### src/hdl/lpp_pkg.sv
// Shared types, widths, register indexes and status codes of the landmark
// pinhole projection block. No dependencies.
`default_nettype none
package lpp_pkg;

  localparam int unsigned IN_W            = 256;
  localparam int unsigned OUT_W           = 32;
  localparam int unsigned OUTU_W          = 3;
  localparam int unsigned CFG_IDX_W       = 3;
  localparam int unsigned CFG_DATA_W      = 64;
  localparam int unsigned QUEUE_DEPTH_DEF = 4;
  localparam int unsigned DIV_QBITS       = 21;

  localparam logic [CFG_IDX_W-1:0] REG_FOCAL_X        = 3'd0;
  localparam logic [CFG_IDX_W-1:0] REG_FOCAL_Y        = 3'd1;
  localparam logic [CFG_IDX_W-1:0] REG_CENTER_X       = 3'd2;
  localparam logic [CFG_IDX_W-1:0] REG_CENTER_Y       = 3'd3;
  localparam logic [CFG_IDX_W-1:0] REG_IMAGE_WIDTH    = 3'd4;
  localparam logic [CFG_IDX_W-1:0] REG_IMAGE_HEIGHT   = 3'd5;
  localparam logic [CFG_IDX_W-1:0] REG_MOUNT_ROTATION = 3'd6;
  localparam logic [CFG_IDX_W-1:0] REG_MOUNT_OFFSET   = 3'd7;

  localparam logic [1:0] STATUS_VISIBLE = 2'd0;
  localparam logic [1:0] STATUS_BEHIND  = 2'd1;
  localparam logic [1:0] STATUS_OUTSIDE = 2'd2;

  localparam logic [12:0] IMAGE_MAX = 13'd4096;

  typedef struct packed {
    logic [23:0] focal_x;
    logic [23:0] focal_y;
    logic [19:0] center_x;
    logic [19:0] center_y;
    logic [12:0] image_width;
    logic [12:0] image_height;
    logic [63:0] mount_rotation;
    logic [62:0] mount_offset;
  } lpp_cfg_t;

  localparam lpp_cfg_t CFG_RESET = '{
    focal_x:        24'd128000,
    focal_y:        24'd128000,
    center_x:       20'd81920,
    center_y:       20'd61440,
    image_width:    13'd640,
    image_height:   13'd480,
    mount_rotation: 64'h4000_0000_0000_0000,
    mount_offset:   63'd0
  };

  typedef struct packed {
    logic               behind;
    logic [33:0]        depth;
    logic signed [34:0] py;
    logic signed [34:0] pz;
  } lpp_point_t;

endpackage
`default_nettype wire

### src/hdl/lpp_queue.sv
// Short register queue between front and back end, one write and one read
// per cycle. Depends on lpp_pkg.
`default_nettype none
module lpp_queue #(
  parameter int unsigned DEPTH = lpp_pkg::QUEUE_DEPTH_DEF
) (
  input  logic                clk,
  input  logic                rst_n,
  input  logic                in_valid,
  output logic                in_ready,
  input  lpp_pkg::lpp_point_t in_item,
  output logic                out_valid,
  input  logic                out_ready,
  output lpp_pkg::lpp_point_t out_item
);
  import lpp_pkg::*;

  localparam int unsigned PW = $clog2(DEPTH);
  localparam int unsigned CW = $clog2(DEPTH + 1);

  lpp_point_t      mem_r [DEPTH];
  logic [PW-1:0]   wr_ptr_r, wr_ptr_nxt, rd_ptr_r, rd_ptr_nxt;
  logic [CW-1:0]   count_r, count_nxt;
  logic            push, pop;

  assign in_ready  = (count_r != CW'(DEPTH));
  assign out_valid = (count_r != '0);
  assign out_item  = mem_r[rd_ptr_r];
  assign push      = in_valid && in_ready;
  assign pop       = out_valid && out_ready;

  always_comb begin
    wr_ptr_nxt = wr_ptr_r;
    rd_ptr_nxt = rd_ptr_r;
    count_nxt  = count_r;
    if (push) begin
      wr_ptr_nxt = (wr_ptr_r == PW'(DEPTH - 1)) ? '0 : wr_ptr_r + 1'b1;
    end
    if (pop) begin
      rd_ptr_nxt = (rd_ptr_r == PW'(DEPTH - 1)) ? '0 : rd_ptr_r + 1'b1;
    end
    if (push && !pop) begin
      count_nxt = count_r + 1'b1;
    end else if (pop && !push) begin
      count_nxt = count_r - 1'b1;
    end
  end

  always_ff @(posedge clk) begin
    if (!rst_n) begin
      wr_ptr_r <= '0;
      rd_ptr_r <= '0;
      count_r  <= '0;
    end else begin
      wr_ptr_r <= wr_ptr_nxt;
      rd_ptr_r <= rd_ptr_nxt;
      count_r  <= count_nxt;
    end
  end

  always_ff @(posedge clk) begin
    if (push) begin
      mem_r[wr_ptr_r] <= in_item;
    end
  end

endmodule
`default_nettype wire

### config.mk
export PLATFORM = sky130hd
export DESIGN_NAME = lpp_queue
export DESIGN_NICKNAME = d
export VERILOG_FILES = /design/src/hdl/lpp_pkg.sv /design/src/hdl/lpp_queue.sv
export SDC_FILE = /design/constraint.sdc
export NUM_CORES = 1
export LEC_CHECK = 0
export BUFFER_PORTS_ARGS = -buffer_cell sky130_fd_sc_hd__buf_2
export CAP_MARGIN = 30
export CORE_MARGIN = 2
export CORE_UTILIZATION = 55
export CTS_BUF_LIST = sky130_fd_sc_hd__clkbuf_2 sky130_fd_sc_hd__clkbuf_4 sky130_fd_sc_hd__clkbuf_8
export CTS_CLUSTER_SIZE = 28
export DETAILED_ROUTE_END_ITERATION = 10
export PLACE_DENSITY = 0.76
export SLEW_MARGIN = 20
export SYNTH_ARGS = -nofsm -noshare
export SYNTH_HDL_FRONTEND = slang
export SYNTH_SLANG_ARGS = --single-unit
### constraint.sdc
create_clock -name clk -period 7.6 [get_ports clk]
set_input_delay 0.76 -clock clk [delete_from_list [all_inputs] [get_ports clk]]
set_output_delay 0.76 -clock clk [all_outputs]
set_load 0.01 [all_outputs]
==> results of run 1 <==
==> Yosys cell counts <==
master    number
o21ai_0        3
and2_4         1
mux2i_1        2
buf_6          8
nor2_1         2
clkbuf_1       6
nand3_1        2
or3_2          2
or3b_1         1
a21boi_0       1
xnor2_1        1
dfxtp_1        9
o21ai_1        1
nor2b_1        1
inv_1          3
and3_2         4
o31ai_1        1
mux4_2       105
and2_1         1
xor2_1         1
ha_1           6
nand4_1        1
buf_2         12
edfxtp_1     420
fa_1           1
nand2_1        5
==> placed cells by master, fill, tap and decap left out, drive strengths merged, types with 4 or more instances in the layout <==
cell      n
ha        6
o21ai     4
dfxtp     9
nand2     5
clkinv   15
edfxtp  420
and3      4
inv       6
buf     222
mux4    105
clkbuf  100
diode     4
==> critical path, cell delays in order, from the launching register on <==
cell and delay (ns):
dfxtp_4 0.73, buf_4 0.76, mux4_2 0.62, buf_2 0.16
==> cells by family after synthesis <==
family                   synth area share [%]
AO/OA/AOI/OAI                           0.224
adder cells (fa/ha/maj)                 0.609
AND/OR/NAND/NOR                         0.753
multiplexers                             15.3
buffers and inverters                    1.18
XOR/XNOR                                0.112
flip-flops                               81.9
==> stage by stage <==
step / power, mW / instance area [µm²]
3_3_place_gp: 4.22 / 17100
5_1_grt: 6.33 / 18400
4_1_cts: 6.14 / 18400
3_5_place_dp: 4.27 / 17100
2_1_floorplan: 3.81 / 15600
6_report: 6.05 / 18400
==> sequential cells by signal (all words and copies together), names as in the netlist, named ones only <==
name and flops:
wr_ptr_r 2, count_r 3, rd_ptr_r 2, mem_r 420
==> metal layers <==
metal,GRT usage [%],share of wire (%)
met1,25.6,40
met2,30.9,49
met3,6.29,8.8
met4,7.41,2.2
met5,0,0.12
==> how the worst min path moves through the flow <==
stage / start / to / cells past startpoint
6_report: in_item[16] / mem_r[0][16]$_DFFE_PP_ / 1
5_1_grt: in_item[41] / mem_r[2][41]$_DFFE_PP_ / 1
4_1_cts: in_item[97] / mem_r[3][97]$_DFFE_PP_ / 1
3_5_place_dp: count_r[2]$_SDFFE_PN0P_ / count_r[2]$_SDFFE_PN0P_ / 2
3_3_place_gp: wr_ptr_r[1]$_SDFFE_PN0P_ / wr_ptr_r[1]$_SDFFE_PN0P_ / 2
2_1_floorplan: wr_ptr_r[1]$_SDFFE_PN0P_ / wr_ptr_r[1]$_SDFFE_PN0P_ / 2
==> layout make-up <==
class | count | area share, %
Antenna cell | 4 | 0.0544
Inverter | 3 | 0.0612
Multi-Input combinational cell | 142 | 14.5
Sequential cell | 429 | 69.5
Clock buffer | 100 | 6.52
Clock inverter | 20 | 0.673
Timing Repair Buffer | 222 | 6.13
Tap cell | 378 | 2.57
==> power by group through the flow <==
stage / registers [mW] / logic (mW) / clock network, mW
after global placement: 3.02 / 1.20 / 0
final: 2.98 / 1.21 / 1.86
after global routing: 3.01 / 1.30 / 2.02
after CTS: 2.99 / 1.24 / 1.92
after floorplan: 2.96 / 0.849 / 0
after detailed placement: 3.04 / 1.23 / 0
==> impl_metrics.toml, run 1 <==
[power_and_ir_drop]
combPwrFrac_pct = 20.0
clkPwrFrac_pct = 30.8
p_switching_mw = 1.55
powerDensity_mw_per_mm2 = 329
seqPwrFrac_pct = 49.3
ir_drop_v = 0.000213
netSwitchingFraction_pct = 25.7
power.internal_mw = 4.49
leakagePower_nw = 6.20

[logic_synthesis]
synthesis.area_mm2 = 0.0156
synth.top_cell.area_share_pct = 80.7
yosysTopAreaCell = "edfxtp_1"
syn_nets = 716
ys_ff_latch = 429
yosysWarningCount = 0
synth_area_leaders = "edfxtp_1 81%, mux4_2 15%, dfxtp_1 1.2%"
syn_area_per_cell_um2 = 26.0
ys_seq_area_share_pct = 81.9
synth_cell_types = 26
synthCells = 600

[die]
core_mm2 = 0.0279
num_rows = 61
die_w_um = 173
dieArea_mm2 = 0.0298
io_pins = 216
dieHeight_um = 173
start_util_pct = 56.1

[clock_tree]
clock_sinks = 429
tritoncts = "built"
cts_resized = 0
cts_buffer_depth = 3
postCtsHoldBufs = 0
insertion_delay_ns = 0.56
clk_pin_slew_ns = 0.06
cts_htree_levels = 3
numCtsBuffers = 68
root_buffer = "clkbuf_8"
postCtsSetupBuffers = 0

[hold_path]
min_path_type = "primary input to register"

[worst_setup_path]
crit_path_start_kind = "register"
end_kind = "output pin"
reg2reg_to = "mem_r[3][37]$_DFFE_PP_"
cp_max_fo = 43
worstPathRequired_ns = 6.84
rrSetupSlack_ns = 4.87
crit_type = "register to output pin"
rr_startpoint = "count_r[0]$_SDFFE_PN0P_"
crit_path_end = "out_item[73]"
arrival_ns = 2.88
r2r_cells = 3

[timing]
worst_pin_slew_ns = 0.900
fin_worst_skew_ns = 0.0273
setup_violations = 0
min_period_ns = 3.64
finalCritPeriodShare_pct = 48.0
timing.final.ws_setup_ns = 3.96
fmax_mhz = 274
maxSlewViolCount = 0
grt_setup_unrepaired = "no"
finalHoldViolations = 0
final.setup.tns_ns = 0
relSlewSlack_pct = 40.0
fin_hold_ws_ns = 0.417

[finish]
seq_area_mm2 = 0.0128
nFillCells = 1809
final_util_pct = 66.1
finalNonFillerCells = 1298
drive_above_1_share_pct = 48.5
multi_input_area_mm2 = 0.00267
area_growth_pct = 17.8
nets = 982

[placement]
place_ws_ns = 4.42
portBuffers = 215
gp_congestion = 0.732
post-place-cells = 1174
dp_hpwl_um = 16700

[global_route]
antenna_found_initial = 8
grt.total_usage_pct = 19.5
gr-total-overflow = 0
grt_pass1_vias = 8017
grt_pass1_wl_um = 44100
grt_max_degree = 59

[drt]
drc = 0
first_pass_iters = 5
wire_per_inst_um = 21.8
ant_nets = 0
viasPerCell = 5.52
drt-total-wl_um = 28300
vias = 7171
drt_iter0_markers = 608

[outcome]
status = "finished clean"

[flow_run]
drv_cap = 0
(Power assumes the default switching activity.)
==> inputs of run 2 (changes only) <==
CORE_UTILIZATION = 53   (was 55)
clock period = 3.25 ns   (was 7.6 ns; I/O delays follow)
==> impl_metrics.toml, run 2 (synthesis results as in run 1) <==
[global_route]
antenna_found_initial = 2
gr-total-overflow = 0
grt.total_usage_pct = 19.8
grt_pass1_wl_um = 46500
grt_max_degree = 51
grt_pass1_vias = 8385

[drt]
viasPerCell = 5.42
wire_per_inst_um = 21.2
drc = 0
ant_nets = 0
drt_iter0_markers = 498
drt-total-wl_um = 30000
vias = 7691
first_pass_iters = 4

[worst_setup_path]
crit_path_start_kind = "register"
end_kind = "output pin"
cp_max_fo = 34
worstPathRequired_ns = 2.92
crit_type = "register to output pin"
arrival_ns = 2.19

[power_and_ir_drop]
powerDensity_mw_per_mm2 = 738
ir_drop_v = 0.000454
combPwrFrac_pct = 21.4
netSwitchingFraction_pct = 26.0
p_switching_mw = 3.78
seqPwrFrac_pct = 47.4
clkPwrFrac_pct = 31.2
leakagePower_nw = 6.74
power.internal_mw = 10.8

[finish]
area_growth_pct = 26.1
layout_common_cells = "420 x edfxtp_1, 215 x buf_2, 105 x mux4_2, 105 x dlygate4sd3_1, 72 x clkbuf_8"
final_common_cell = "edfxtp_1"
seq_area_mm2 = 0.0128
top_regs = "mem_r x420, count_r x3"
nets = 1099
drive_above_1_share_pct = 43.7
largest_reg_flops = 420
nFillCells = 1832
fin_area_mm2 = 0.0197
multi_input_area_mm2 = 0.00267
top_register = "mem_r"

[placement]
placed_area_mm2 = 0.0173
gp_congestion = 0.734
dp_hpwl_um = 16900
portBuffers = 215

[timing]
min_period_ns = 2.51
maxSlewViolCount = 0
relSlewSlack_pct = 52.9
fmax_mhz = 398
grt_setup_unrepaired = "no"
fin_worst_skew_ns = 0.0244
setup_violations = 0
finalCritPeriodShare_pct = 77.2
finalHoldViolations = 0
worst_pin_slew_ns = 0.707
final.setup.tns_ns = 0

[flow_run]
drv_cap = 0

[die]
start_util_pct = 54.1
dieArea_mm2 = 0.0309
dieHeight_um = 176
num_rows = 62
io_pins = 216
core_mm2 = 0.0289
die_w_um = 176

[hold_path]
min_path_type = "primary input to register"

[clock_tree]
clk_pin_slew_ns = 0.06
insertion_delay_ns = 0.56
cts_buffer_depth = 3
tritoncts = "built"
numCtsBuffers = 69
cts_htree_levels = 3
clock_sinks = 429
root_buffer = "clkbuf_8"
postCtsSetupBuffers = 0

[outcome]
status = "finished clean"
-- run 2: changes by cell type in the layout (fill, tap and decap cells not counted), sizes merged --
cell | before | now
clkbuf | 100 | 92
clkinv | 15 | 23
diode | 4 | 1
buf | 222 | 233
clkinvlp | 1 | 2
inv | 6 | 5
dlygate4sd3 | 0 | 105
bufinv | 1 | 3
-- run 2: power groups by stage --
stage               clock, mW  combinational [mW]  sequential [mW]
finish                   4.53                3.12             6.89
global route             4.89                3.35             6.93
CTS                      4.63                3.19             6.89
detailed placement          0                3.08             7.00
global placement            0                3.05             6.97
floorplan                   0                1.98             6.93
-- run 2: per-stage QoR --
step / utilization (%) / hold WS (ns) / instances / total power, mW / worst slack, ns
after global placement: 59.9 / 0.495 / 1191 / 10.0 / 0.940
final: 68.3 / 0.0846 / 1419 / 14.5 / 0.739
after floorplan: - / 0.424 / 600 / 8.91 / 0.823
after CTS: 68.3 / 0.0472 / 1418 / 14.7 / 0.674
after global routing: 68.3 / 0.0739 / 1418 / 15.2 / 0.624
after detailed placement: 59.9 / 0.511 / 1191 / 10.1 / 0.839
-- run 2: path summary, 6_finish.rpt --
kind                                          startpoint                        to  slack, ns  depth (start not counted)
worst max-delay path                            register              out_item[66]       0.74                          3
worst min-delay path                            in_valid  wr_ptr_r[0]$_SDFFE_PN0P_       0.08                          3
worst min register to register  rd_ptr_r[1]$_SDFFE_PN0P_                  register       0.51                          2
worst max register to register   count_r[0]$_SDFFE_PN0P_   count_r[2]$_SDFFE_PN0P_       0.83                          7
-- run 2: area by class of cell --
class	count	area share (%)
Clock buffer	92	5.79
Tap cell	384	2.44
Inverter	3	0.0571
Clock inverter	30	1.11
Multi-Input combinational cell	142	13.5
Sequential cell	429	65.0
Timing Repair Buffer	338	12.1
Antenna cell	1	0.0127
-- run 2: routing by layer --
metal | global-route usage, % | share of wire (%) | vias to the layer above
met5 | 0 | 0.047 | -
met4 | 6.71 | 2.0 | 2
met2 | 32.7 | 50 | 284
li1 | - | - | 3376
met3 | 4.59 | 6.7 | 57
met1 | 26.4 | 42 | 3972
-- run 2: timing repair --
| item | CTS | global route |
|---|---|---|
| hold endpoints to repair | 420 | 0 |
| resized for setup | 0 | 0 |
| hold buffers | 105 | 0 |
-- run 2: critical path, stage by stage, from the launching register on --
cell     delay, ns
dfxtp_4       0.72
buf_4         0.38
mux4_2        0.35
buf_2         0.16
